File: src/rtl/core/rpm_pkg.sv
`default_nettype none

package rpm_pkg;

    localparam int SAMPLE_BITS     = 16;
    localparam int COEFF_FRAC_BITS = 24;
    localparam int COEFF_W         = COEFF_FRAC_BITS + 1;
    localparam int LEVEL_W         = 16;
    localparam int SQ_FULL_W       = 2 * SAMPLE_BITS;
    localparam int SQ_W            = 2 * SAMPLE_BITS - 1;
    localparam int MS_W            = SQ_W + COEFF_FRAC_BITS;
    localparam int LO_W            = 32;
    localparam int HI_W            = MS_W - LO_W;
    localparam int PROD_LO_W       = LO_W + COEFF_W;
    localparam int PROD_HI_W       = HI_W + COEFF_W;
    localparam int WHOLE_W         = MS_W - COEFF_FRAC_BITS;
    localparam int ROOT_STEPS      = (WHOLE_W + 1) / 2;
    localparam int RAD_W           = 2 * ROOT_STEPS;
    localparam int QUEUE_DEPTH     = 2;
    localparam int QUEUE_PTR_W     = $clog2(QUEUE_DEPTH);
    localparam int QUEUE_CNT_W     = $clog2(QUEUE_DEPTH + 1);

    localparam logic [COEFF_W-1:0] COEFF_RESET = COEFF_W'(1268);
    localparam logic [COEFF_W-1:0] COEFF_ONE   = COEFF_W'(1) << COEFF_FRAC_BITS;

    localparam logic ACT_SCAN  = 1'b0;
    localparam logic ACT_FETCH = 1'b1;

    typedef struct packed {
        logic                          action;
        logic signed [SAMPLE_BITS-1:0] sample;
    } rpm_in_t;

    typedef struct packed {
        logic [LEVEL_W-1:0] rms_level;
        logic [LEVEL_W-1:0] peak_level;
    } rpm_out_t;

    typedef struct packed {
        logic                   fetch;
        logic [SAMPLE_BITS-1:0] mag;
    } rpm_op_t;

    typedef enum logic [2:0] {
        ST_IDLE,
        ST_DIFF,
        ST_MUL_LO,
        ST_MUL_HI,
        ST_SUM,
        ST_UPDATE,
        ST_ROOT,
        ST_EMIT
    } rpm_state_t;

endpackage

`default_nettype wire

File: src/rtl/core/rpm_front.sv
`default_nettype none

module rpm_front
    import rpm_pkg::*;
(
    input  wire logic    clk,
    input  wire logic    rst_n,
    input  wire logic    in_valid,
    output logic         in_stall,
    input  wire rpm_in_t in_data,
    output logic         push_valid,
    output rpm_op_t      push_op,
    input  wire logic    queue_full
);

    logic    op_valid_reg;
    logic    op_valid_next;
    rpm_op_t op_reg;
    rpm_op_t op_next;
    logic    accept;
    logic [SAMPLE_BITS-1:0] raw;

    assign in_stall   = op_valid_reg & queue_full;
    assign accept     = in_valid & ~in_stall;
    assign push_valid = op_valid_reg;
    assign push_op    = op_reg;

    assign op_valid_next = accept | (op_valid_reg & queue_full);

    // The most negative code negates to its own bit pattern, read as unsigned.
    always_comb
    begin
        raw           = in_data.sample;
        op_next.fetch = (in_data.action == ACT_FETCH);
        op_next.mag   = raw[SAMPLE_BITS-1] ? (~raw + SAMPLE_BITS'(1)) : raw;
    end

    always_ff @(posedge clk or negedge rst_n)
    begin
        if (!rst_n)
        begin
            op_valid_reg <= 1'b0;
        end
        else
        begin
            op_valid_reg <= op_valid_next;
        end
    end

    always_ff @(posedge clk)
    begin
        if (accept)
        begin
            op_reg <= op_next;
        end
    end

endmodule

`default_nettype wire

File: config.mk
export PLATFORM = sky130hd
export DESIGN_NAME = rpm_front
export DESIGN_NICKNAME = d
export VERILOG_FILES = /design/src/rtl/core/rpm_pkg.sv /design/src/rtl/core/rpm_front.sv
export SDC_FILE = /design/constraint.sdc
export NUM_CORES = 1
export LEC_CHECK = 0
export ABC_AREA = 1
export BUFFER_PORTS_ARGS = -buffer_cell sky130_fd_sc_hd__buf_2
export CORE_UTILIZATION = 49
export DETAILED_ROUTE_END_ITERATION = 6
export HOLD_SLACK_MARGIN = 0.15
export PLACE_DENSITY = 0.82
export RECOVER_POWER = 50
export SYNTH_ARGS = -nofsm -noshare
export SYNTH_HDL_FRONTEND = slang
export SYNTH_SLANG_ARGS = --single-unit
export TNS_END_PERCENT = 1
File: constraint.sdc
create_clock -name clk -period 4.1 [get_ports clk]
set_clock_uncertainty 0.15 [all_clocks]
set_input_delay 0.615 -clock clk [delete_from_list [all_inputs] [get_ports clk]]
set_output_delay 0.615 -clock clk [all_outputs]
set_load 0.01 [all_outputs]
# == Yosys cells after proc, flatten, opt, wreduce, memory -nomap -nowiden ==
# Cells that the tools add are included.
# op_classes
muxes,1
bitwise_logic,5
addsub,1
# op_table
cell,count
$add A16 B1 Y16 const B,1
$not A16 Y16,1
$mux W15,1
$and A1 B1 Y1,2
$not A1 Y1,1
$or A1 B1 Y1,1
# totals
inputBits,21
wordCells,11
ff_bits,18
output_inout_bits,19

# == Logic depth before layout (Yosys ltp) ==
# Gate-level depths: netlist of run 1.
# depth
depth_word,4
mapped_depth,9
depth_no_buf,9

# == Worst setup path before layout of run 1 ==
# OpenSTA, ideal clock, no wires.
# synth_path
kind,in2reg
startpoint,input queue_full
endpoint,"register op_reg, in the netlist push_op[0] (enable)"
cell_stages,3
t_arrival_ns,1.497
slack_ns,2.062
path_buffers,0
setup_time_ns,0.391
t_required_ns,3.559
path_cell_list,nand2_1 inv_1 nor2_1
# synth_via
elab_chain_len,3
# synth_rtl
element,line,text
"start, declared",rpm_front.sv:13,input wire logic queue_full
$and A1 B1 Y1,rpm_front.sv:23,assign in_stall = op_valid_reg & queue_full;
via in_stall,rpm_front.sv:9,"output logic in_stall,"
$not A1 Y1,rpm_front.sv:24,assign accept = in_valid & ~in_stall;
$and A1 B1 Y1,rpm_front.sv:24,
via accept,rpm_front.sv:20,logic accept;
"end signal, assigned",rpm_front.sv:54,op_reg <= op_next;
"end, declared",rpm_front.sv:18,rpm_op_t op_reg;
# The timed path passes the listed nets, and every way through them passes these cells.
# A chain may end at the register's enable or synchronous reset.

# == Worst setup path in the final report of run 1 ==
# layout_path
startpoint,input queue_full
endpoint,"register op_reg, in the netlist push_op[9] (enable)"
# layout_via
elab_chain_len,3
# layout_rtl
element,line
$and A1 B1 Y1,rpm_front.sv:23
$not A1 Y1,rpm_front.sv:24
$and A1 B1 Y1,rpm_front.sv:24
via accept,rpm_front.sv:20
# The timed path passes the listed nets, and every way through them passes these cells.

==> results.ini, run 1 <==
[global_routing]
grt_max_degree = 18
grt_overflow = 0
grt_pass1_wl_mm = 2.95
grt_pass1_vias = 726
antenna_found_initial = 0
grtUsageTotal_pct = 20.6

[cts]
clkSinkCount = 18
cts.repair.resized = 0
cts_root_buffer = clkbuf_4
htreeDepth = 1
cts_tree = built
worst_skew_pair.late_latency_ps = 290
cts_buffer_depth = 2
clk_pin_slew_ps = 90
cts_buffers = 3

[route]
first_iter_violations = 18
vias = 791
drc_errors = 0
drt-total-wl_mm = 1.83
postRouteAntennaNets = 0
drt-pass1-iter-count = 4
post_drt_wl_per_cell_um = 10.9
vias_per_cell = 4.71

[worst_setup_path]
crit_buf_inv = 3
cp.required_ps = 3870
r2r-start = push_valid
end_kind = flop
cp_max_fo = 17
path_cells = buf_2, nand2_1, inv_1, nor2_1, clkbuf_1
crit_start = queue_full
critPathSlowestCell = clkbuf_1
max_stage_delay_ps = 690
start_kind = input port
crit_family = buffers and inverters
path_class = input port to flop
worstPathArrival_ps = 1640

[sta]
slew_headroom_pct = 39.4
setup_slack_ps = 2240
min_period_ps = 1860
rsz0062_at_grt = false
tightest_slew_ps = 909
drv_slew = 0
max_freq_ghz = 0.537
setup_tns_ps = 0
setup_viol = 0
period_share_pct = 45.4
hold_violations = 0

[final_layout]
final_nets = 166
seq_area_um2 = 536
num_antenna_cells = 0
drive_gt1_share_pct = 32.2
n_fill_cell = 155
area_delta_synth_final_pct = 28.2
multiInputGateArea_um2 = 338

[power]
ir_drop_v = 0.000201
p_leak_nw = 0.561
power_density_nw_per_um2 = 322

[place]
dpl.hpwl_mm = 1.38
post-place-ws_ps = 2190
place_congestion = 0.768
port_buffers = 39

[floorplanning]
fp.dieH_um = 45.4
die_w_um = 45.4
fp-row-count = 15
start_util_pct = 52.9
dieArea_um2 = 2060
core_area_um2 = 1750
ios = 40

[run]
drv_cap = 0

[logic_synthesis]
synth_area_um2 = 923
yosysWarnings = 0
yosysSeqAreaShare_pct = 58.0
synthCells = 99
synth_seq_cells = 18
yosysUniqueCellTypes = 16
syn-num-nets = 121
syn_area_per_cell_um2 = 9.33

[outcome]
outcome = completed

[min_path]
worstHoldPathType = input port to flop
holdCritStartpoint = in_data[16]

[final cells by class]
type / count / share of cell area (%)
clock buffer: 4 / 2.22
sequential: 18 / 45.2
timing repair buffer: 41 / 17.5
tap: 25 / 2.64
inverter: 12 / 3.81
multi-input combinational: 68 / 28.5
[routing by layer]
layer	global-route usage, %	vias up	share of wire, %
met4	15.2	0	3.3
li1	-	408	-
met1	23.8	353	42
met3	2.38	5	3.3
met2	34.9	25	51
met5	0	-	0
[layout by cell type, fill, tap and decap left out, types with 3 or more instances in the layout]
cell type  instances
inv_1             12
nor2_2             3
nor2_1            12
o21ai_0            8
xor2_1             3
nand3_1            3
nand2_1           28
xnor2_1            5
edfxtp_1          17
clkbuf_4           3
buf_2             38
clkbuf_1           3
[sequential cells by signal, summed over array words and instances, names as in the netlist]
register / flops
push_op: 17
push_valid: 1
[metrics by stage]
stage	std cells	area (um^2)	total power, W	hold WS, ps	utilization (%)
floorplan	99	923	0.000262	169	-
global placement	163	1150	0.000291	239	66.0
detailed placement	163	1150	0.000294	241	66.0
CTS	168	1190	0.000382	348	68.1
global route	168	1180	0.000398	344	67.8
finish	168	1180	0.000381	344	67.8
[worst paths after layout]
check                              end  slack [ps]  depth (start not counted)
min in group asynchronous   push_valid         480                          2
max in group asynchronous   push_valid        3240                          2
max                         push_op[9]        2240                          5
min                        push_op[16]         340                          1
min reg2reg                 push_valid         380                          2
max reg2reg                 push_op[9]        2260                          4
[cells by family (layout without fill, tap and decap cells)]
logic type,after synthesis,after routing,synth area share [%]
buffers and inverters,13,57,5.42
xor gates and xnor gates,8,8,7.59
AOI/OAI and AO/OA,8,8,4.34
adders and majority gates,1,1,1.35
DFF,18,18,58.0
and+or+nand+nor,51,51,23.3
[power by group]
group          leakage, nW  internal [W]  total (W)  switching, W
sequential           0.174      0.000218   0.000220    0.00000237
clock               0.0150     0.0000379  0.0000909     0.0000530
combinational        0.373     0.0000285  0.0000701     0.0000416
total                0.561      0.000284   0.000381     0.0000970
[synthesized netlist by cell type]
cell type	count	area, um^2
and2_1	1	6.26
xnor2_1	5	43.8
nor2_1	12	45.0
o21ai_0	8	40.0
edfxtp_1	17	510
nand3_1	3	15.0
nor2_2	3	18.8
dfrtp_1	1	25.0
nand3b_1	1	7.51
nor3_1	1	5.00
buf_2	1	5.00
xor2_1	3	26.3
inv_1	12	45.0
ha_1	1	12.5
nand2_2	2	12.5
nand2_1	28	105
[timing repair]
action | in CTS | in global routing
endpoints found under the hold margin | 1 | 0
hold buffers | 1 | 0
buffers inserted | 0 | 0
Note: power is estimated with default switching activity, not from simulation.
==> inputs of run 2 (changes only) <==
CORE_UTILIZATION = 46   (was 49)
PLACE_DENSITY = 0.78   (was 0.82)
clock period = 1.9 ns   (was 4.1 ns; I/O delays follow)
==> run 2 against run 1 <==
Register-to-register slack worse by 1800 ps. Critical path type unchanged. Worst hold slack worse by 180 ps. First-iteration DRC count is 17% lower. Sequential share of layout area is 1.7 points lower.
==> results.ini, run 2 (same netlist as run 1, synthesis figures left out) <==
[worst_setup_path]
r2r-start = push_valid
critPathSlowestCell = dlygate4sd3_1
cp_max_fo = 4
ff2ff_setup_slack_ps = 440
worstRegToRegCells = 4
max_stage_delay_ps = 520
path_depth = 10
worst_r2r_endpoint = push_op[15]
end_kind = flop
crit_buf_inv = 4
worstPathArrival_ps = 1690
crit_start = in_data[0]
crit_path_frequent_cell = nand2_2
cp.required_ps = 1790
start_kind = input port
path_cells = dlygate4sd3_1, buf_2, inv_1, ha_2, nand2_2, nor2_4, nand2_1, nand2_2, buf_4, xnor2_1
crit_family = buffers and inverters
path_class = input port to flop

[global_routing]
top_usage_layer = met2
use_met3_pct = 2.69
grt_max_degree = 18
use_met2_pct = 31.7
grtUsageTotal_pct = 18.7
grt_pass1_vias = 723
grtUsageMet1_pct = 23.4
antenna_found_initial = 0
grt_overflow = 0
grt_pass1_wl_mm = 2.87

[sta]
drv_slew = 0
setup_slack_ps = 108
period_share_pct = 94.3
tightest_slew_ps = 409
slew_headroom_pct = 72.7
max_freq_ghz = 0.558
min_period_ps = 1790
hold_violations = 0
setup_viol = 0

[route]
post_drt_wl_per_cell_um = 10.9
vias_per_cell = 4.55
drc_errors = 0
postRouteAntennaNets = 0
drt-total-wl_mm = 1.89
drt-pass1-iter-count = 6
first_iter_violations = 15
vias = 792

[cts]
cts_root_buffer = clkbuf_4
htreeDepth = 1
cts_tree = built
clk_pin_slew_ps = 110
cts_buffers = 3
worst_skew_pair.late_latency_ps = 280
clkSinkCount = 18
cts_buffer_depth = 2

[place]
dpl.hpwl_mm = 1.35
post-place-ws_ps = 306
port_buffers = 39
place_congestion = 0.826
post-place-cells = 163

[min_path]
worstHoldPathType = input port to flop
holdPathEnd = push_op[6]
holdPathStages = 2
holdCritStartpoint = in_data[6]

[run]
drv_cap = 0

[floorplanning]
ios = 40
core_area_um2 = 1800
start_util_pct = 51.3
fp.dieH_um = 46.8
fp-row-count = 15
die_w_um = 46.8
dieArea_um2 = 2190

[final_layout]
final_common_cell = nand2_1
drive_gt1_share_pct = 21.5
largest_reg_flops = 17
fin_cells = 174
num_antenna_cells = 0
final_nets = 172
area_delta_synth_final_pct = 33.2
final_cell_mix = 27 x nand2_1, 20 x clkbuf_1, 20 x buf_2

[power]
p_leak_nw = 0.538
ir_drop_v = 0.000383
power_density_nw_per_um2 = 675

[outcome]
outcome = completed

## run 2: how the worst max path moves through the flow
stage | end
after floorplan | push_op[0]
after global placement | push_op[12]
after detailed placement | push_op[14]
after CTS | push_op[14]
after global routing | push_op[12]
final | push_op[10]
## run 2: routing by layer
metal	vias up	wire [um]
met1	348	792
met3	2	85
li1	415	-
met4	0	15
met2	27	998
met5	-	0
## run 2: repair_timing
action | in CTS | in global routing
hold buffers | 6 | 0
setup buffers | 0 | 1
resized for setup | 0 | 3
setup endpoints to repair | 0 | 2
hold endpoints to repair | 4 | 0
## run 2: area by class of cell
type | instances | area, um^2
fill | 169 | 572
clock buffer | 4 | 26.3
tap | 25 | 31.3
sequential | 18 | 536
inverter | 12 | 45.0
multi-input combinational | 68 | 348
timing repair buffer | 47 | 244
## run 2: through the flow
stage	hold WS, ps	utilization (%)	setup TNS, ps	instance area (um^2)	total power, W
2_1_floorplan	-161	-	0	923	0.000566
4_1_cts	153	68.8	0	1240	0.000837
3_3_place_gp	-90.4	64.0	0	1150	0.000627
3_5_place_dp	-89.9	64.0	0	1150	0.000633
5_1_grt	162	68.3	-7.06	1230	0.000864
6_report	159	68.3	0	1230	0.000830
## run 2: report_power, final
| part | internal, W | switching (W) | total, W | leakage [nW] |
|---|---|---|---|---|
| Sequential | 0.000469 | 0.00000623 | 0.000475 | 0.174 |
| Clock | 0.0000816 | 0.000117 | 0.000199 | 0.0150 |
| Combinational | 0.0000643 | 0.0000915 | 0.000156 | 0.349 |
| Total | 0.000615 | 0.000215 | 0.000830 | 0.538 |
## run 2: worst reg2reg max path, stage by stage, from the launching register on
cell	delay, ps
dfrtp_1	390
nand2_1	90
inv_1	50
nor2_1	80
clkbuf_2	370
