File: src/rtl/core/rpm_pkg.sv
`default_nettype none

package rpm_pkg;

    localparam int SAMPLE_BITS     = 16;
    localparam int COEFF_FRAC_BITS = 24;
    localparam int COEFF_W         = COEFF_FRAC_BITS + 1;
    localparam int LEVEL_W         = 16;
    localparam int SQ_FULL_W       = 2 * SAMPLE_BITS;
    localparam int SQ_W            = 2 * SAMPLE_BITS - 1;
    localparam int MS_W            = SQ_W + COEFF_FRAC_BITS;
    localparam int LO_W            = 32;
    localparam int HI_W            = MS_W - LO_W;
    localparam int PROD_LO_W       = LO_W + COEFF_W;
    localparam int PROD_HI_W       = HI_W + COEFF_W;
    localparam int WHOLE_W         = MS_W - COEFF_FRAC_BITS;
    localparam int ROOT_STEPS      = (WHOLE_W + 1) / 2;
    localparam int RAD_W           = 2 * ROOT_STEPS;
    localparam int QUEUE_DEPTH     = 2;
    localparam int QUEUE_PTR_W     = $clog2(QUEUE_DEPTH);
    localparam int QUEUE_CNT_W     = $clog2(QUEUE_DEPTH + 1);

    localparam logic [COEFF_W-1:0] COEFF_RESET = COEFF_W'(1268);
    localparam logic [COEFF_W-1:0] COEFF_ONE   = COEFF_W'(1) << COEFF_FRAC_BITS;

    localparam logic ACT_SCAN  = 1'b0;
    localparam logic ACT_FETCH = 1'b1;

    typedef struct packed {
        logic                          action;
        logic signed [SAMPLE_BITS-1:0] sample;
    } rpm_in_t;

    typedef struct packed {
        logic [LEVEL_W-1:0] rms_level;
        logic [LEVEL_W-1:0] peak_level;
    } rpm_out_t;

    typedef struct packed {
        logic                   fetch;
        logic [SAMPLE_BITS-1:0] mag;
    } rpm_op_t;

    typedef enum logic [2:0] {
        ST_IDLE,
        ST_DIFF,
        ST_MUL_LO,
        ST_MUL_HI,
        ST_SUM,
        ST_UPDATE,
        ST_ROOT,
        ST_EMIT
    } rpm_state_t;

endpackage

`default_nettype wire

File: src/rtl/core/rpm_back.sv
`default_nettype none

module rpm_back
    import rpm_pkg::*;
(
    input  wire logic               clk,
    input  wire logic               rst_n,
    input  wire logic [COEFF_W-1:0] coeff,
    input  wire logic               queue_empty,
    input  wire rpm_op_t            queue_head,
    output logic                    queue_pop,
    output logic                    out_valid,
    input  wire logic               out_stall,
    output rpm_out_t                out_data
);

    rpm_state_t             state_reg;
    rpm_state_t             state_next;
    logic [MS_W-1:0]        ms_reg;
    logic [MS_W-1:0]        ms_next;
    logic [SAMPLE_BITS-1:0] peak_reg;
    logic [SAMPLE_BITS-1:0] peak_next;
    logic [SAMPLE_BITS-1:0] peak_snap_reg;
    logic [SQ_W-1:0]        sq_reg;
    logic [MS_W-1:0]        diff_reg;
    logic                   sub_reg;
    logic [PROD_LO_W-1:0]   prod_lo_reg;
    logic [PROD_HI_W-1:0]   prod_hi_reg;
    logic [MS_W-1:0]        q_reg;
    logic [RAD_W-1:0]       rem_reg;
    logic [RAD_W-1:0]       root_reg;
    logic [RAD_W-1:0]       bit_reg;
    logic                   out_valid_reg;
    logic                   out_valid_next;
    rpm_out_t               out_data_reg;

    logic                   out_free;
    logic                   out_load;
    logic                   take;
    logic [SQ_FULL_W-1:0]   sq_full;
    logic [MS_W-1:0]        target;
    logic                   target_ge;
    logic [MS_W-1:0]        hi_part;
    logic [MS_W-1:0]        lo_part;
    logic                   round_up;
    logic [RAD_W-1:0]       trial;
    logic                   trial_fits;

    assign out_valid = out_valid_reg;
    assign out_data  = out_data_reg;
    assign out_free  = ~out_valid_reg | ~out_stall;

    always_comb
    begin
        state_next = state_reg;
        unique case (state_reg)
            ST_IDLE:
            begin
                if (!queue_empty)
                begin
                    state_next = queue_head.fetch ? ST_ROOT : ST_DIFF;
                end
            end
            ST_DIFF:   state_next = ST_MUL_LO;
            ST_MUL_LO: state_next = ST_MUL_HI;
            ST_MUL_HI: state_next = ST_SUM;
            ST_SUM:    state_next = ST_UPDATE;
            ST_UPDATE: state_next = ST_IDLE;
            ST_ROOT:
            begin
                if (bit_reg[0])
                begin
                    state_next = ST_EMIT;
                end
            end
            ST_EMIT:
            begin
                if (out_free)
                begin
                    state_next = ST_IDLE;
                end
            end
        endcase
    end

    always_comb
    begin
        queue_pop = 1'b0;
        out_load  = 1'b0;
        unique case (state_reg)
            ST_IDLE:   queue_pop = ~queue_empty;
            ST_EMIT:   out_load  = out_free;
            ST_DIFF, ST_MUL_LO, ST_MUL_HI, ST_SUM, ST_UPDATE, ST_ROOT:
            begin
                queue_pop = 1'b0;
            end
        endcase
    end

    assign take = queue_pop;

    always_comb
    begin
        sq_full    = SQ_FULL_W'(queue_head.mag) * SQ_FULL_W'(queue_head.mag);
        target     = {sq_reg, {COEFF_FRAC_BITS{1'b0}}};
        target_ge  = (target >= ms_reg);
        hi_part    = MS_W'({prod_hi_reg, {(LO_W - COEFF_FRAC_BITS){1'b0}}});
        lo_part    = MS_W'(prod_lo_reg[PROD_LO_W-1:COEFF_FRAC_BITS]);
        round_up   = sub_reg & (|prod_lo_reg[COEFF_FRAC_BITS-1:0]);
        trial      = root_reg + bit_reg;
        trial_fits = (rem_reg >= trial);
    end

    always_comb
    begin
        ms_next   = ms_reg;
        peak_next = peak_reg;
        if (take)
        begin
            if (queue_head.fetch)
            begin
                peak_next = '0;
            end
            else if (queue_head.mag > peak_reg)
            begin
                peak_next = queue_head.mag;
            end
        end
        if (state_reg == ST_UPDATE)
        begin
            ms_next = sub_reg ? (ms_reg - q_reg) : (ms_reg + q_reg);
        end
    end

    assign out_valid_next = out_load | (out_valid_reg & out_stall);

    always_ff @(posedge clk or negedge rst_n)
    begin
        if (!rst_n)
        begin
            state_reg     <= ST_IDLE;
            ms_reg        <= '0;
            peak_reg      <= '0;
            out_valid_reg <= 1'b0;
        end
        else
        begin
            state_reg     <= state_next;
            ms_reg        <= ms_next;
            peak_reg      <= peak_next;
            out_valid_reg <= out_valid_next;
        end
    end

    always_ff @(posedge clk)
    begin
        if (take)
        begin
            sq_reg        <= SQ_W'(sq_full);
            peak_snap_reg <= peak_reg;
            rem_reg       <= RAD_W'(ms_reg[MS_W-1:COEFF_FRAC_BITS]);
            root_reg      <= '0;
            bit_reg       <= RAD_W'(1) << (RAD_W - 2);
        end
        else if (state_reg == ST_ROOT)
        begin
            if (trial_fits)
            begin
                rem_reg  <= rem_reg - trial;
                root_reg <= (root_reg >> 1) + bit_reg;
            end
            else
            begin
                root_reg <= root_reg >> 1;
            end
            bit_reg <= bit_reg >> 2;
        end
        if (state_reg == ST_DIFF)
        begin
            diff_reg <= target_ge ? (target - ms_reg) : (ms_reg - target);
            sub_reg  <= ~target_ge;
        end
        if (state_reg == ST_MUL_LO)
        begin
            prod_lo_reg <= PROD_LO_W'(diff_reg[LO_W-1:0]) * PROD_LO_W'(coeff);
        end
        if (state_reg == ST_MUL_HI)
        begin
            prod_hi_reg <= PROD_HI_W'(diff_reg[MS_W-1:LO_W]) * PROD_HI_W'(coeff);
        end
        if (state_reg == ST_SUM)
        begin
            q_reg <= hi_part + lo_part + MS_W'(round_up);
        end
        if (out_load)
        begin
            out_data_reg.rms_level  <= LEVEL_W'(root_reg);
            out_data_reg.peak_level <= LEVEL_W'(peak_snap_reg);
        end
    end

endmodule

`default_nettype wire

File: config.mk
export PLATFORM = sky130hd
export DESIGN_NAME = rpm_back
export DESIGN_NICKNAME = d
export VERILOG_FILES = /design/src/rtl/core/rpm_pkg.sv /design/src/rtl/core/rpm_back.sv
export SDC_FILE = /design/constraint.sdc
export NUM_CORES = 2
export LEC_CHECK = 0
export ABC_AREA = 1
export BUFFER_PORTS_ARGS = -buffer_cell sky130_fd_sc_hd__buf_2
export CAP_MARGIN = 40
export CORE_UTILIZATION = 40
export DETAILED_ROUTE_END_ITERATION = 8
export HOLD_SLACK_MARGIN = 0.05
export PLACE_DENSITY = 0.51
export SLEW_MARGIN = 20
export SYNTH_ARGS = -nofsm -noshare
export SYNTH_HDL_FRONTEND = slang
export SYNTH_SLANG_ARGS = --single-unit
export TNS_END_PERCENT = 50
File: constraint.sdc
create_clock -name clk -period 6.9 [get_ports clk]
set_clock_uncertainty 0.15 [all_clocks]
set_input_delay 1.38 -clock clk [delete_from_list [all_inputs] [get_ports clk]]
set_output_delay 1.38 -clock clk [all_outputs]
set_load 0.01 [all_outputs]
**Yosys cells after proc, flatten, opt, wreduce, memory -nomap -nowiden**

Index checks and enable logic that the tools add are counted.

- Register bits after elaboration: 449
- Latch bits: 0
- Bits in writable memories: 0
- Memory bits (read-only): 0
- Output and inout bits: 34
- Word-level logic and storage cells: 74
- Memories kept: 0

- Add/subtract/negate cells: 9
- Multipliers: 3
- Divide/modulo/power cells: 0
- Magnitude comparators: 3
- Equal/unequal tests: 10
- Shifts and indexed selects: 0
- Mux-type cells: 15
- Bitwise logic cells: 8
- Reduce and logical (&&, ||, !) cells: 9

Operator list:

| kind | number |
|---|---|
| subtractor 55 bit | 3 |
| 2-to-1 mux 55 bit | 2 |
| 2-to-1 mux 31 bit | 3 |
| multiplier 32 x 25 -> 57 bit | 1 |
| adder 55 x 1 -> 55 bit | 1 |
| adder 55 x 33 -> 55 bit | 1 |
| adder 55 bit | 1 |
| >= comparator 55 bit | 1 |
| multiplier 23 x 25 -> 47 bit | 1 |
| adder 31 x 31 -> 32 bit | 1 |
| adder 32 x 31 -> 32 bit | 1 |
| >= comparator 32 bit | 1 |
| 2-to-1 mux 16 bit | 2 |
| 2-to-1 mux 32 bit | 1 |
| subtractor 32 bit | 1 |
| multiplier 16 x 16 -> 31 bit | 1 |
| case mux 3 bit (8 select lines) | 1 |
| OR reduction 24 bit | 1 |
| > comparator 16 bit | 1 |
| equality test 3 bit (second input constant) | 4 |
| 2-to-1 mux 3 bit | 4 |
| equality test 3 x 2 -> 1 bit (second input constant) | 2 |
| != test 2 bit (second input constant) | 3 |
| AND reduction 2 bit | 3 |
| other kinds (8) | 16 |

**Longest topological paths before layout**

- Word-level depth: 5
- Gate-level depth with buffers: 30
- Gate-level depth less buffers: 28

**Least setup slack after synthesis**

OpenSTA, ideal clock, no wires.

- Kind: input -> register
- From: input port coeff[4]
- To: register prod_lo_reg[51] (data pin)
- Setup time: 0.253 ns
- Data arrival time: 7.016 ns
- Required time: 6.497 ns
- Setup slack: -0.519 ns
- Stages on the path: 25
- Path buffers: 2
- Cells stage by stage: clkbuf_1 buf_1 nand2_1 fa_1 inv_1 fa_1 inv_1 fa_1 fa_1 inv_1 fa_1 fa_1 inv_1 fa_1 inv_1 ha_1 nand2_1 nor2_1 inv_1 nor2_1 inv_1 nor4_1 nand2_1 nand4_1 nand2_1

- Longest elaborated chain between the ends: 1

Ends and longest elaborated chain:

| item | RTL line | text |
|---|---|---|
| start, declared | rpm_back.sv:8 | `input wire logic [COEFF_W-1:0] coeff,` |
| multiplier 32 x 25 -> 57 bit | rpm_back.sv:185 | `prod_lo_reg <= PROD_LO_W'(diff_reg[LO_W-1:0]) * PROD_LO_W'(coeff);` |
| end signal, assigned | rpm_back.sv:185 |  |
| end, declared | rpm_back.sv:27 | `logic [PROD_LO_W-1:0] prod_lo_reg;` |

Every way passes these cells.
A chain may end at the register's enable or synchronous reset.

**Worst setup path in the final report**

- From: input port coeff[14]
- To: register prod_lo_reg[53] (data pin)

The elaborated chain is that of the path after synthesis.

==> qor.tcl <==
set qor(deepest_level_of_the_cts_h_tree) 2
set qor(clk_latency_worst_skew_pair_ps) 770
set qor(postSynthAreaPerCell_um2) 7.251
set qor(num-nets-final) 15030
set qor(critPathMaxStageDelay_ps) 570
set qor(yosysUniqueCellTypes) 50
set qor(gr-total-overflow) 0
set qor(rows) 173
set qor(cts.sink_count) 448
set qor(hold_violations) 0
set qor(synth_enable_flop_cells) 324
set qor(detail_route.wl_per_cell_um) 21.69
set qor(post_drt_via_cell_ratio) 5.040
set qor(critical_path_class) {in -> reg}
set qor(drt-total-wl_mm) 346.7
set qor(critical_path.most_common_cell) {sky130_fd_sc_hd__fa_1}
set qor(post_place_worst_slack_ps) -1221
set qor(synth.top_cells.by_area) {sky130_fd_sc_hd__fa_1, sky130_fd_sc_hd__nand2_1, sky130_fd_sc_hd__inv_1}
set qor(area_used_by_multi_input_combinational_logic_um2) 65870
set qor(fmax_mhz) 145.6
set qor(final.fill_count) 22560
set qor(crit_fanout) 10
set qor(timing.hold.ws_ps) 264.1
set qor(crit_path_start_kind) {input pin}
set qor(postSynthCellCount) 12350
set qor(sequential_cell_area_um2) 12590
set qor(worst_setup_path_end_kind) {flip-flop}
set qor(finished_layout_cells) 15990
set qor(finalSetupViolCount) 0
set qor(dr.first_iter.drc_count) 6753
set qor(grt_pass1_vias) 80890
set qor(layout_worst_path_cycle_share) 0.9957
set qor(gp_congestion) 0.9987
set qor(layout_setup_ws_ps) 29.98
set qor(timing.final.crit_period_ps) 6870
set qor(drive_above_1_share) 0.1267
set qor(min_path_cells) 0
set qor(timing.critical_path.slowest_stage_cell) {sky130_fd_sc_hd__fa_2}
set qor(dp.final_hpwl_mm) 288.7
set qor(ys_seq_elements) 448
set qor(drt_drc_violations_left) 0
set qor(worst-slew-pin-transition_ps) 1011
set qor(vias) 80580
set qor(die_h_um) 475.2
set qor(die-area_um2) 225800
set qor(portBuffers) 79
set qor(worstPathBufferInverterCount) 9
set qor(netlist_area_um2) 89570
set qor(mappedNetlistNets) 14420
set qor(setup.reg_to_reg.worst_slack_ps) 170
set qor(max_ffs_per_register) 57
set qor(final_cell_mix) {sky130_fd_sc_hd__nand2_1, sky130_fd_sc_hd__inv_1, sky130_fd_sc_hd__fa_1}
set qor(clock_tree.root_cell) {sky130_fd_sc_hd__clkbuf_16}
set qor(dieWidth_um) 475.2
set qor(clock_path_buffers) 3
set qor(worstHoldPathType) {reg -> reg}
set qor(yosysWarningCount) 0
set qor(area.growth.synth_to_final_pct) 18.10
set qor(grt_max_degree) 57
set qor(groute.usage.overall) 0.3014
set qor(slew_viol_final) 0
set qor(synth_top_flop_cell) {sky130_fd_sc_hd__edfxtp_1}
set qor(worst-r2r-cell-count) 24
set qor(path_delay_family) {adder cells}
set qor(grt_antenna_before_repair) 16
set qor(dp.cells) 15790
set qor(final_core_util) 0.4759
set qor(grt_pass1_wl_mm) 510.4
set qor(status) {finished, final reports clean}
set qor(path_length_in_cells_of_the_critical_path) 25
set qor(final_common_cell) {sky130_fd_sc_hd__nand2_1}
set qor(cap_violations) 0
set qor(numCtsBuffers) 58
set qor(timing.slew.headroom) 0.3191
set qor(detail-route-antenna-nets) 0
set qor(core_area_um2) 222300
set qor(post-synth-top-area-cell) {sky130_fd_sc_hd__fa_1}
set qor(synth.yosys.seq_area_share) 0.1405
set qor(tritoncts) {done}
set qor(path_clk_slew_ps) 60
set qor(io_pins) 80
set qor(timing.critical_path.required_ps) 7200
set qor(synth_top_area_share) 0.2977
set qor(detailedRoute.firstPassIterationCount) 8
set qor(worst-endpoint-arrival_ps) 7170
set qor(synthArstFlopShare) 0.1674
set qor(grt_setup_unrepaired) {true}
set qor(floorplan.initialDensity) 0.4029
-- cells by family (layout without fill, tap and decap cells) --
family	Yosys count	after routing	share of synthesized area
flops	448	448	0.1405
other cells	0	1	0
simple gates	4917	4917	0.2206
xor+xnor	332	332	0.03246
buf+inv	3613	4272	0.1521
fa+ha+maj	2017	2017	0.3934
compound gates	1026	1026	0.06092
-- layout make-up --
type | instances | share of cell area
clock inverters | 41 | 0.005476
multi-input cells | 8292 | 0.6227
diodes | 1 | 0.00002366
well taps | 2975 | 0.03519
repair buffers | 985 | 0.09042
clock buffers | 68 | 0.01436
flip-flops and latches | 448 | 0.1190
inverters | 3178 | 0.1128
-- worst paths after layout --
path / from / endpoint
max: coeff[14] / prod_lo_reg[53]$_DFFE_PP_
min: peak_snap_reg[5]$_DFFE_PP_ / out_data[5]$_DFFE_PP_
max reg2reg: diff_reg[50]$_DFFE_PP_ / prod_hi_reg[38]$_DFFE_PN_
min reg2reg: peak_snap_reg[5]$_DFFE_PP_ / out_data[5]$_DFFE_PP_
max in group asynchronous: rst_n / state_reg[2]$_DFFE_PN0P_
min in group asynchronous: rst_n / peak_reg[10]$_DFFE_PN0P_
-- Yosys cell counts, drive strengths merged, types with 4 or more instances --
master and number:
nand4 99, dfrtp 75, clkbuf 286, o211ai 11, nor3 98, inv 3177, a21o 26, fa 1332
or2 27, dfxtp 49, o22ai 4, xnor2 114, nor2 790, nand3b 30, buf 149, a31oi 12
a211oi 5, edfxtp 324, o21bai 40, nand3 447, ha 685, nand2 3391, xor2 218, nor4 24
a21boi 12, and2 7, o21ai 426, a21oi 467, o21a 19
-- per-stage QoR --
step	cell area [um^2]	setup TNS (ps)
2_1_floorplan	90650	-530.1
3_3_place_gp	99750	-69970
4_1_cts	102300	-22.66
5_1_grt	105800	-2001
6_report	105800	0
3_5_place_dp	99910	-69790
-- what timing repair did --
action | in CTS | in global routing
hold buffers | 0 | 0
cloned | 0 | 26
pin swaps | 1 | 201
resized for setup | 87 | 666
setup endpoints to repair | 63 | 70
buffers inserted | 0 | 61
-- layer usage --
metal | vias to the layer above | part of all wire | track usage
li1 | 37820 | - | -
met1 | 39820 | 0.46 | 0.4400
met2 | 2567 | 0.43 | 0.4612
met3 | 367 | 0.074 | 0.04387
met4 | 6 | 0.031 | 0.08427
met5 | - | 0.00013 | 0
Power is left out: the tool's default activity adds up to more than one toggle a clock period on the data nets, which glitch-free logic cannot reach.
