===== config.mk =====
export PLATFORM = sky130hd
export DESIGN_NAME = rpm_queue
export DESIGN_NICKNAME = d
export VERILOG_FILES = /design/src/rtl/core/rpm_pkg.sv /design/src/rtl/core/rpm_queue.sv
export SDC_FILE = /design/constraint.sdc
export NUM_CORES = 1
export LEC_CHECK = 0
export BUFFER_PORTS_ARGS = -buffer_cell sky130_fd_sc_hd__buf_2
export CORE_UTILIZATION = 50
export DETAILED_ROUTE_END_ITERATION = 8
export PLACE_DENSITY = 0.79
export SLEW_MARGIN = 25
export SYNTH_ARGS = -nofsm -noshare
export SYNTH_HDL_FRONTEND = slang
export SYNTH_SLANG_ARGS = --single-unit

===== constraint.sdc =====
create_clock -name clk -period 2.15 [get_ports clk]
set_input_delay 0.3225 -clock clk [delete_from_list [all_inputs] [get_ports clk]]
set_output_delay 0.3225 -clock clk [all_outputs]
set_load 0.05 [all_outputs]

===== src/rtl/core/rpm_pkg.sv =====
`default_nettype none

package rpm_pkg;

    localparam int SAMPLE_BITS     = 16;
    localparam int COEFF_FRAC_BITS = 24;
    localparam int COEFF_W         = COEFF_FRAC_BITS + 1;
    localparam int LEVEL_W         = 16;
    localparam int SQ_FULL_W       = 2 * SAMPLE_BITS;
    localparam int SQ_W            = 2 * SAMPLE_BITS - 1;
    localparam int MS_W            = SQ_W + COEFF_FRAC_BITS;
    localparam int LO_W            = 32;
    localparam int HI_W            = MS_W - LO_W;
    localparam int PROD_LO_W       = LO_W + COEFF_W;
    localparam int PROD_HI_W       = HI_W + COEFF_W;
    localparam int WHOLE_W         = MS_W - COEFF_FRAC_BITS;
    localparam int ROOT_STEPS      = (WHOLE_W + 1) / 2;
    localparam int RAD_W           = 2 * ROOT_STEPS;
    localparam int QUEUE_DEPTH     = 2;
    localparam int QUEUE_PTR_W     = $clog2(QUEUE_DEPTH);
    localparam int QUEUE_CNT_W     = $clog2(QUEUE_DEPTH + 1);

    localparam logic [COEFF_W-1:0] COEFF_RESET = COEFF_W'(1268);
    localparam logic [COEFF_W-1:0] COEFF_ONE   = COEFF_W'(1) << COEFF_FRAC_BITS;

    localparam logic ACT_SCAN  = 1'b0;
    localparam logic ACT_FETCH = 1'b1;

    typedef struct packed {
        logic                          action;
        logic signed [SAMPLE_BITS-1:0] sample;
    } rpm_in_t;

    typedef struct packed {
        logic [LEVEL_W-1:0] rms_level;
        logic [LEVEL_W-1:0] peak_level;
    } rpm_out_t;

    typedef struct packed {
        logic                   fetch;
        logic [SAMPLE_BITS-1:0] mag;
    } rpm_op_t;

    typedef enum logic [2:0] {
        ST_IDLE,
        ST_DIFF,
        ST_MUL_LO,
        ST_MUL_HI,
        ST_SUM,
        ST_UPDATE,
        ST_ROOT,
        ST_EMIT
    } rpm_state_t;

endpackage

`default_nettype wire


===== src/rtl/core/rpm_queue.sv =====
`default_nettype none

module rpm_queue
    import rpm_pkg::*;
(
    input  wire logic    clk,
    input  wire logic    rst_n,
    input  wire logic    push_valid,
    input  wire rpm_op_t push_op,
    output logic         full,
    input  wire logic    pop,
    output logic         empty,
    output rpm_op_t      head
);

    rpm_op_t                entries_reg [QUEUE_DEPTH];
    logic [QUEUE_PTR_W-1:0] wr_ptr_reg;
    logic [QUEUE_PTR_W-1:0] wr_ptr_next;
    logic [QUEUE_PTR_W-1:0] rd_ptr_reg;
    logic [QUEUE_PTR_W-1:0] rd_ptr_next;
    logic [QUEUE_CNT_W-1:0] count_reg;
    logic [QUEUE_CNT_W-1:0] count_next;
    logic                   do_push;
    logic                   do_pop;

    assign full    = (count_reg == QUEUE_CNT_W'(QUEUE_DEPTH));
    assign empty   = (count_reg == '0);
    assign do_push = push_valid & ~full;
    assign do_pop  = pop & ~empty;
    assign head    = entries_reg[rd_ptr_reg];

    always_comb
    begin
        wr_ptr_next = wr_ptr_reg;
        rd_ptr_next = rd_ptr_reg;
        count_next  = count_reg;
        if (do_push)
        begin
            wr_ptr_next = (wr_ptr_reg == QUEUE_PTR_W'(QUEUE_DEPTH - 1))
                        ? '0 : wr_ptr_reg + QUEUE_PTR_W'(1);
        end
        if (do_pop)
        begin
            rd_ptr_next = (rd_ptr_reg == QUEUE_PTR_W'(QUEUE_DEPTH - 1))
                        ? '0 : rd_ptr_reg + QUEUE_PTR_W'(1);
        end
        if (do_push && !do_pop)
        begin
            count_next = count_reg + QUEUE_CNT_W'(1);
        end
        else if (do_pop && !do_push)
        begin
            count_next = count_reg - QUEUE_CNT_W'(1);
        end
    end

    always_ff @(posedge clk or negedge rst_n)
    begin
        if (!rst_n)
        begin
            wr_ptr_reg <= '0;
            rd_ptr_reg <= '0;
            count_reg  <= '0;
        end
        else
        begin
            wr_ptr_reg <= wr_ptr_next;
            rd_ptr_reg <= rd_ptr_next;
            count_reg  <= count_next;
        end
    end

    always_ff @(posedge clk)
    begin
        if (do_push)
        begin
            entries_reg[wr_ptr_reg] <= push_op;
        end
    end

endmodule

`default_nettype wire


=== After elaboration in Yosys (flattened, before gate mapping) ===
Memories as Yosys holds them, arrays and structs flattened.
Index checks and enable logic that the tools add are counted.

* Bits in registers: 4
* Memory bits (writable): 34
* Bits of input ports: 21
* Output and inout bits: 19
* Word-level logic and storage cells: 25
* Memories kept: 1

{| class="wikitable"
|+ Memories
! name !! words !! bits a word !! read ports !! clocked after memory_dff !! wr ports !! RTL line !! source
|-
| entries_reg || 2 || 17 || 1 || 0 || 1 || rpm_queue.sv:16 || <nowiki>rpm_op_t entries_reg [QUEUE_DEPTH];</nowiki>
|}

* Add/sub/neg operators: 4
* Eq/ne operators: 1
* Mux-type cells: 6
* Bitwise gates (word level): 4
* Reduce and logical (&&, ||, !) cells: 6

{| class="wikitable"
|+ Operators with widths
! cell !! count
|-
| two-way mux 1 bit || 4
|-
| two-way mux 2 bit || 2
|-
| adder 1 bit, second input constant || 2
|-
| adder 2 x 1 -> 2 bit, second input constant || 1
|-
| bitwise AND 1 bit || 2
|-
| equality test 2 bit, second input constant || 1
|-
| logical AND 1 bit || 2
|-
| zero test 1 bit || 2
|-
| zero test 2 bit || 1
|-
| inverter 1 bit || 2
|-
| nonzero test 2 bit || 1
|-
| subtractor 2 x 1 -> 2 bit, second input constant || 1
|}

=== Longest topological paths before layout ===
Gate-level depths: netlist of the first run.

* Depth in word-level cells: 7
* Gate-level depth with buffers: 7
* Gate-level depth less buffers: 7

=== Worst setup path after synthesis of the first run ===
OpenSTA, ideal clock, no wires.

* Path kind: register to register
* Start point: register count_reg[0]
* End point: memory entries_reg[0][0] (netlist bit) (enable)
* Library setup time: 0.390 ns
* Arrival: 1.386 ns
* Slack: 0.374 ns
* Cell stages (with the launch flop): 4
* Buffers on the path: 0
* Period minus slack after synthesis: 1.776 ns
* Path through: dfrtp_1 -> nand2b_1 -> nand2_1 -> nor2_1

* Word-level cells in the longest chain between the ends: 5

{| class="wikitable"
|+ Ends and longest elaborated chain
! item !! RTL line !! source
|-
| start: declaration || rpm_queue.sv:21 || <nowiki>logic [QUEUE_CNT_W-1:0] count_reg;</nowiki>
|-
| start signal: assignment || rpm_queue.sv:69 || <nowiki>count_reg <= count_next;</nowiki>
|-
| equality test 2 bit || rpm_queue.sv:26 || <nowiki>assign full = (count_reg == QUEUE_CNT_W'(QUEUE_DEPTH));</nowiki>
|-
| inverter 1 bit || rpm_queue.sv:28 || <nowiki>assign do_push = push_valid & ~full;</nowiki>
|-
| bitwise AND 1 bit || rpm_queue.sv:28 ||
|-
| two-way mux 1 bit || rpm_queue.sv:75 || <nowiki>if (do_push)</nowiki>
|-
| two-way mux 1 bit (implied by the code) || rpm_queue.sv:77 || <nowiki>entries_reg[wr_ptr_reg] <= push_op;</nowiki>
|-
| end: declaration || rpm_queue.sv:16 ||
|}

Every way passes these cells.

==> results of run 1 <==
==> synthesized netlist by cell type, drive strengths merged <==
library cell  number  share of area
buf                2          0.021
dfrtp              4          0.068
mux2              17           0.15
and3               1         0.0042
xor2               2          0.012
inv                2         0.0051
edfxtp            34           0.69
o21ai              1         0.0034
ha                 1         0.0085
xnor2              3          0.018
nor2               3         0.0076
nand2              1         0.0025
nand2b             1         0.0042
==> routing by layer <==
metal  track usage  routed length (µm)  vias to the layer above
li1              -                   -                      370
met1         0.184                 872                      365
met2         0.269                1220                       28
met3        0.0599                 131                        4
met4        0.0627                  21                        0
met5             0                   0                        -
==> final cells by class <==
| class | count | area, µm² |
|---|---|---|
| sequential | 38 | 1120 |
| fill | 205 | 997 |
| multi-input combinational | 30 | 314 |
| timing repair buffer | 45 | 243 |
| clock buffer | 7 | 55.1 |
| tap | 31 | 38.8 |
| inverter | 2 | 7.51 |
| clock inverter | 1 | 5.00 |
==> power by group through the flow <==
| stage | sequential (mW) | combinational (mW) | clock, mW |
|---|---|---|---|
| finish | 1.09 | 1.34 | 0.365 |
| floorplan | 1.09 | 1.13 | 0 |
| detailed placement | 1.11 | 1.35 | 0 |
| global route | 1.11 | 1.41 | 0.404 |
| CTS | 1.09 | 1.36 | 0.377 |
| global placement | 1.09 | 1.33 | 0 |
==> metrics by stage <==
stage	instances	instance area [µm²]	hold WS (ns)	total power [mW]
after floorplan	72	1470	0.0269	2.21
after global placement	145	1710	0.131	2.42
after detailed placement	145	1710	0.136	2.46
after CTS	154	1780	0.168	2.83
after global routing	154	1780	0.158	2.92
final	154	1780	0.182	2.80
==> repair_timing <==
action,CTS,global route
buffers inserted,0,0
hold buffers,1,0
endpoints found under the hold margin,4,0
==> cell families after synthesis <==
family,count (synthesis)
compound gates,1
mux,17
buf+inv,4
flops,38
xor+xnor,5
fa+ha+maj,1
simple gates,6
==> path summary, 6_finish.rpt <==
| kind | from | slack [ns] | endpoint |
|---|---|---|---|
| max | rd_ptr_reg$_DFFE_PN0P_ | 0.39 | head[3] |
| min | push_op[13] | 0.18 | entries_reg[0][13]$_DFFE_PP_ |
| max reg2reg | count_reg[0]$_DFFE_PN0P_ | 0.57 | entries_reg[1][6]$_DFFE_PP_ |
| min reg2reg | wr_ptr_reg$_DFFE_PN0P_ | 0.50 | wr_ptr_reg$_DFFE_PN0P_ |
| max in group asynchronous | rst_n | 1.70 | wr_ptr_reg$_DFFE_PN0P_ |
| min in group asynchronous | rst_n | 0.32 | count_reg[1]$_DFFE_PN0P_ |
==> worst reg2reg max path: cells and delay by family, from the launching register on <==
family                 cells  cell delay [ns]
and+or+nand+nor            2             0.60
DFF                        1             0.44
buffers and inverters      1             0.26
==> reports/qor.json, run 1 <==
{
  "timing.critical_path.arrival_ns": 1.44,
  "detail_route.wl_per_cell_um": 14.6,
  "critPathLaunchType": "register",
  "ctsRootBufferMaster": "clkbuf_4",
  "cellInternalPower_mw": 1.61,
  "clkPwrFrac": 0.130,
  "wire_length_of_the_first_global_routing_pass_mm": 3.57,
  "detailedRoute.firstIterationViolations": 26,
  "ys_warn_count": 0,
  "critPathCaptureType": "primary output",
  "timing_worst_slew_pin_value_ns": 0.413,
  "synthesis.instances": 72,
  "die_span_y_um": 56.3,
  "worst_r2r_path_depth": 3,
  "post-route-period-util": 0.820,
  "grt_setup_unrepaired": "false",
  "largest_register_ffs": 34,
  "utilization": 0.641,
  "synth_compound_gate_area_share": 0.00340,
  "seq_area_frac_synth": 0.761,
  "globalRouteTotalUtil": 0.159,
  "clock_tree.buffer_depth": 2,
  "pin_count_of_the_biggest_net_entering_global_routing": 12,
  "post_synth_fa_ha_maj_area_fraction": 0.00849,
  "run_status": "complete, no violations",
  "worst-path-stages": 3,
  "io_pins": 40,
  "synth_xor_xnor_area_share": 0.0297,
  "syn-cell-area_um2": 1470,
  "achievable-frequency_mhz": 567,
  "vias": 767,
  "route.detailed.drc": 0,
  "layout_commonest_cell": "buf_2",
  "post_synth_num_cell_types": 15,
  "worst-setup-path-type": "register to primary output",
  "timing.hold.worst.class": "primary input to register",
  "power_density_over_cell_area_nw_per_um2": 1570,
  "timing.hold.worst_path_depth": 1,
  "floorplan.die_area_um2": 3170,
  "die-width_um": 56.3,
  "irDropWorstVdd_mv": 1.08,
  "setup-tns-final_ns": 0,
  "synth-simple-area-share": 0.0187,
  "clock_sinks": 38,
  "worst_skew_pair.late_latency_ns": 0.32,
  "slew_headroom": 0.725,
  "static_leak_nw": 0.744,
  "grt_pass1_vias": 788,
  "final_net_count": 144,
  "synth_nets": 94,
  "initial_core_util": 0.530,
  "crit_family": "buffers and inverters",
  "finalSetupViolations": 0,
  "worstPathCellList": "buf_4 > mux2_4 > buf_2",
  "number_of_vias_per_cell_after_detailed_routing": 4.98,
  "io_buf_count": 39,
  "htree_levels": 2,
  "worst_clock_skew_ns": 0.00439,
  "iteration_count_of_the_initial_detailed_routing_pass": 4,
  "clock_pin_slew_of_the_registers_on_the_worst_case_setup_and_hold_paths_ns": 0.10,
  "max-cap-violations": 0,
  "power_switching_mw": 1.18,
  "antennaDiodeCount": 0,
  "cp_data_required_time_ns": 1.83,
  "dpl.hpwl_mm": 1.70,
  "final_max_slew_viol_count": 0,
  "cts_inserted_buffers": 5,
  "syn_area_per_cell_um2": 20.5,
  "routabilityCongestion": 0.632,
  "critical-path-slowest-cell": "dfrtp_1",
  "hold_viol": 0,
  "dominant_combinational_cell_family_by_area_after_synthesis": "multiplexers",
  "area.growth.synth_to_final_pct": 21.1,
  "detail_route.wirelength_mm": 2.24,
  "crit_path_max_fanout": 10,
  "critPathMaxStageDelay_ns": 0.36,
  "grt_antenna_before_repair": 0,
  "post_cts_resize_count": 0,
  "timing.critical_path.buf_inv": 2,
  "p_comb_frac": 0.480,
  "swShare": 0.423,
  "postRouteAntennaNets": 0,
  "ratio_of_cells_with_drive_above_1_in_the_final_layout": 0.553,
  "final_cell_mix": "39 x buf_2, 34 x edfxtp_1, 9 x mux2_4",
  "placement.setup.worst_slack_ns": 0.560,
  "floorplan.core_area_um2": 2780,
  "std_cell_rows": 19,
  "clock_period_minus_final_worst_setup_slack_ns": 1.76,
  "setup_ws_post_layout_ns": 0.387,
  "ys_ff_latch": 38,
  "sequentialPowerShare": 0.389,
  "clock_tree_from_tritoncts": "yes",
  "muxShareOfSynthArea": 0.153,
  "grt_remaining_overflow": 0
}
No activity file was read; power rests on OpenSTA's default activity.
==> inputs of run 2 (changes only) <==
- CORE_UTILIZATION: 50 -> 46
- PLACE_DENSITY: 0.79 -> 0.76
- clock period: 2.15 -> 1.55 ns (I/O delays scaled with it)
==> reports/qor.json, run 2 (synthesis results as in run 1) <==
{
  "crit_path_max_fanout": {"value": 8, "change": "-2"},
  "slew_headroom": {"value": 0.842, "change": "+0.117"},
  "htree_levels": {"value": 2, "change": "unchanged"},
  "critPathMaxStageDelay": {"value": 0.47, "unit": "ns", "change": "+0.11 ns"},
  "dpl.hpwl": {"value": 1.59, "unit": "mm", "change": "-6.4%"},
  "vias": {"value": 802, "change": "+4.6%"},
  "detailedRoute.firstIterationViolations": {"value": 18, "change": "-31%"},
  "violations_in_the_final_reports": "negative setup slack",
  "globalRouteTotalUtil": {"value": 0.164, "change": "+0.00462"},
  "area.growth.synth_to_final_pct": 36.9,
  "irDropWorstVdd": {"value": 1.21, "unit": "mV", "change": "+12%"},
  "critPathCaptureType": "primary output",
  "pin_count_of_the_biggest_net_entering_global_routing": {"value": 18, "change": "+6"},
  "clock_pin_slew_of_the_registers_on_the_worst_case_setup_and_hold_paths": {"value": 0.10, "unit": "ns", "change": "about the same"},
  "number_of_vias_per_cell_after_detailed_routing": {"value": 4.69, "change": "-5.8%"},
  "worst_skew_pair.late_latency": {"value": 0.33, "unit": "ns", "change": "about the same"},
  "worst_clock_skew": {"value": 0.00353, "unit": "ns", "change": "-0.000869 ns"},
  "antennaDiodeCount": {"value": 0, "change": "unchanged"},
  "floorplan.core_area": {"value": 3050, "unit": "µm²", "change": "+9.8%"},
  "timing.hold.worst_path_depth": {"value": 1, "change": "unchanged"},
  "timing.hold.worst.class": "primary input to register",
  "worst-setup-path-type": "register to primary output",
  "cts_inserted_buffers": {"value": 5, "change": "unchanged"},
  "clock_tree_from_tritoncts": "yes",
  "max-cap-violations": {"value": 0, "change": "unchanged"},
  "static_leak": {"value": 0.843, "unit": "nW", "change": "+13%"},
  "beginning_of_the_worst_register_to_register_path": "count_reg[0]$_DFFE_PN0P_",
  "final_cells": {"value": 171, "change": "+11%"},
  "iteration_count_of_the_initial_detailed_routing_pass": {"value": 4, "change": "unchanged"},
  "setup_ws_post_layout": {"value": -0.115, "unit": "ns", "change": "-0.502 ns"},
  "timing.hold.worst_endpoint": "entries_reg[1][2]$_DFFE_PP_",
  "grt_setup_unrepaired": "true",
  "placed_cells": {"value": 158, "change": "+9.0%"},
  "run_status": "finished with violations",
  "achievable-frequency_mhz": 601,
  "floorplan.die_area": {"value": 3430, "unit": "µm²", "change": "+8.4%"},
  "ratio_of_cells_with_drive_above_1_in_the_final_layout": {"value": 0.606, "change": "+0.0535"},
  "grt_pass1_vias": {"value": 833, "change": "+5.7%"},
  "utilization": {"value": 0.661, "change": "+0.0196"},
  "cp_data_required_time": {"value": 1.32, "unit": "ns", "change": "-0.51 ns"},
  "finalSetupViolations": {"value": 17, "change": "+17"},
  "postRouteAntennaNets": {"value": 0, "change": "unchanged"},
  "worst-r2r-setup-slack": {"value": 0.11, "unit": "ns", "change": "-0.46 ns"},
  "std_cell_rows": {"value": 20, "change": "+1"},
  "final_net_count": {"value": 148, "change": "+2.8%"},
  "clock_sinks": {"value": 38, "change": "unchanged"},
  "clock_tree.buffer_depth": {"value": 2, "change": "unchanged"},
  "detail_route.wl_per_cell": {"value": 14.7, "unit": "µm", "change": "+0.79%"},
  "final_cell_mix": "34 x edfxtp_1, 21 x buf_2, 17 x mux2_4",
  "clock_period_minus_final_worst_setup_slack_ns": 1.66,
  "ctsRootBufferMaster": "clkbuf_4",
  "largest_register_ffs": {"value": 34, "change": "unchanged"},
  "wire_length_of_the_first_global_routing_pass": {"value": 3.80, "unit": "mm", "change": "+6.4%"},
  "initial_core_util": {"value": 0.483, "change": "-0.0471"},
  "timing_worst_slew_pin_value": {"value": 0.238, "unit": "ns", "change": "-0.175 ns"},
  "critPathLaunchType": "register",
  "power_density_over_cell_area": {"value": 2220, "unit": "nW/µm²", "change": "+41%"},
  "routabilityCongestion": {"value": 0.575, "change": "-9.0%"},
  "post-route-period-util": 1.07,
  "final_max_slew_viol_count": {"value": 0, "change": "unchanged"},
  "route.detailed.drc": {"value": 0, "change": "unchanged"},
  "critical-path-top-cell-by-count": "buf_8",
  "io_buf_count": {"value": 39, "change": "unchanged"},
  "hold_viol": {"value": 0, "change": "unchanged"},
  "layout_commonest_cell": "edfxtp_1",
  "detail_route.wirelength": {"value": 2.51, "unit": "mm", "change": "+12%"},
  "r2r_end": "count_reg[1]$_DFFE_PN0P_",
  "die_span_y": {"value": 58.6, "unit": "µm", "change": "+4.1%"},
  "grt_antenna_before_repair": {"value": 0, "change": "unchanged"},
  "io_pins": {"value": 40, "change": "unchanged"},
  "grt_remaining_overflow": {"value": 0, "change": "unchanged"},
  "timing.critical_path.arrival": {"value": 1.43, "unit": "ns", "change": "about the same"},
  "critical-path-slowest-cell": "dfrtp_2",
  "worst_r2r_path_depth": {"value": 6, "change": "+3"},
  "min_from": "push_op[2]",
  "setup-tns-final": {"value": -1.62, "unit": "ns", "change": "-1.62 ns"},
  "worstPathCellList": "buf_8 > mux2_4 > buf_8",
  "die-width": {"value": 58.6, "unit": "µm", "change": "+4.1%"}
}
==> run 2: changes by cell type in the layout (fill, tap and decap cells not counted), moves of 8 or more <==
cell,change
buf_6,+11
buf_2,-18
buf_8,+9
mux2_2,-8
mux2_4,+8
==> run 2: routing by layer <==
layer  GRT usage  share of wire  vias to the layer above
met4      0.0986          0.016                        0
li1            -              -                      378
met1       0.173           0.36                      392
met5           0              0                        -
met3      0.0703          0.056                        4
met2       0.273           0.56                       28
==> run 2: stage by stage <==
stage	power (mW)	setup WS, ns	hold WS [ns]	instance area (µm²)
final	4.48	-0.115	0.0802	2020
after global routing	4.66	-0.170	0.0532	2020
after CTS	4.45	-0.122	0.0686	2000
after detailed placement	3.41	-0.0347	0.0449	1730
after global placement	3.36	0.134	0.0399	1730
after floorplan	3.08	0.0432	-0.0631	1480
==> run 2: where the power goes <==
part	total, mW	leakage, nW	internal (mW)	switching (mW)
Combinational	2.47	0.453	1.08	1.39
Sequential	1.54	0.360	1.42	0.121
Clock	0.466	0.0297	0.170	0.296
==> run 2: worst max-delay path by stage <==
stage / startpoint / to / slack (ns) / cells past startpoint
final: rd_ptr_reg$_DFFE_PN0P_ / head[5] / -0.11 / 3
after global routing: rd_ptr_reg$_DFFE_PN0P_ / head[5] / -0.17 / 3
after floorplan: count_reg[0]$_DFFE_PN0P_ / entries_reg[0][0]$_DFFE_PP_ / 0.04 / 3
after CTS: rd_ptr_reg$_DFFE_PN0P_ / head[1] / -0.12 / 3
after detailed placement: count_reg[0]$_DFFE_PN0P_ / count_reg[1]$_DFFE_PN0P_ / -0.03 / 6
after global placement: count_reg[0]$_DFFE_PN0P_ / count_reg[1]$_DFFE_PN0P_ / 0.13 / 6
==> run 2: layout make-up <==
cell class                 count  area (µm²)
timing repair buffer          49         427
sequential                    38        1120
inverter                       2        7.51
clock inverter                 2        8.76
clock buffer                   6        41.3
fill                         214        1030
multi-input combinational     30         355
tap                           44        55.1
==> run 2: critical path, delay by kind of cell, from the launching register on <==
kind / cells / cell delay (ns)
multiplexers: 1 / 0.31
flip-flops: 1 / 0.47
buffers and inverters: 2 / 0.31
==> run 2: timing repair <==
item	in CTS	in global routing
gates resized for setup	58	4
pin swaps	0	1
cloned	1	0
hold buffers	1	0
hold endpoints to repair	4	0
buffers inserted	2	1
endpoints found under the setup margin	19	19
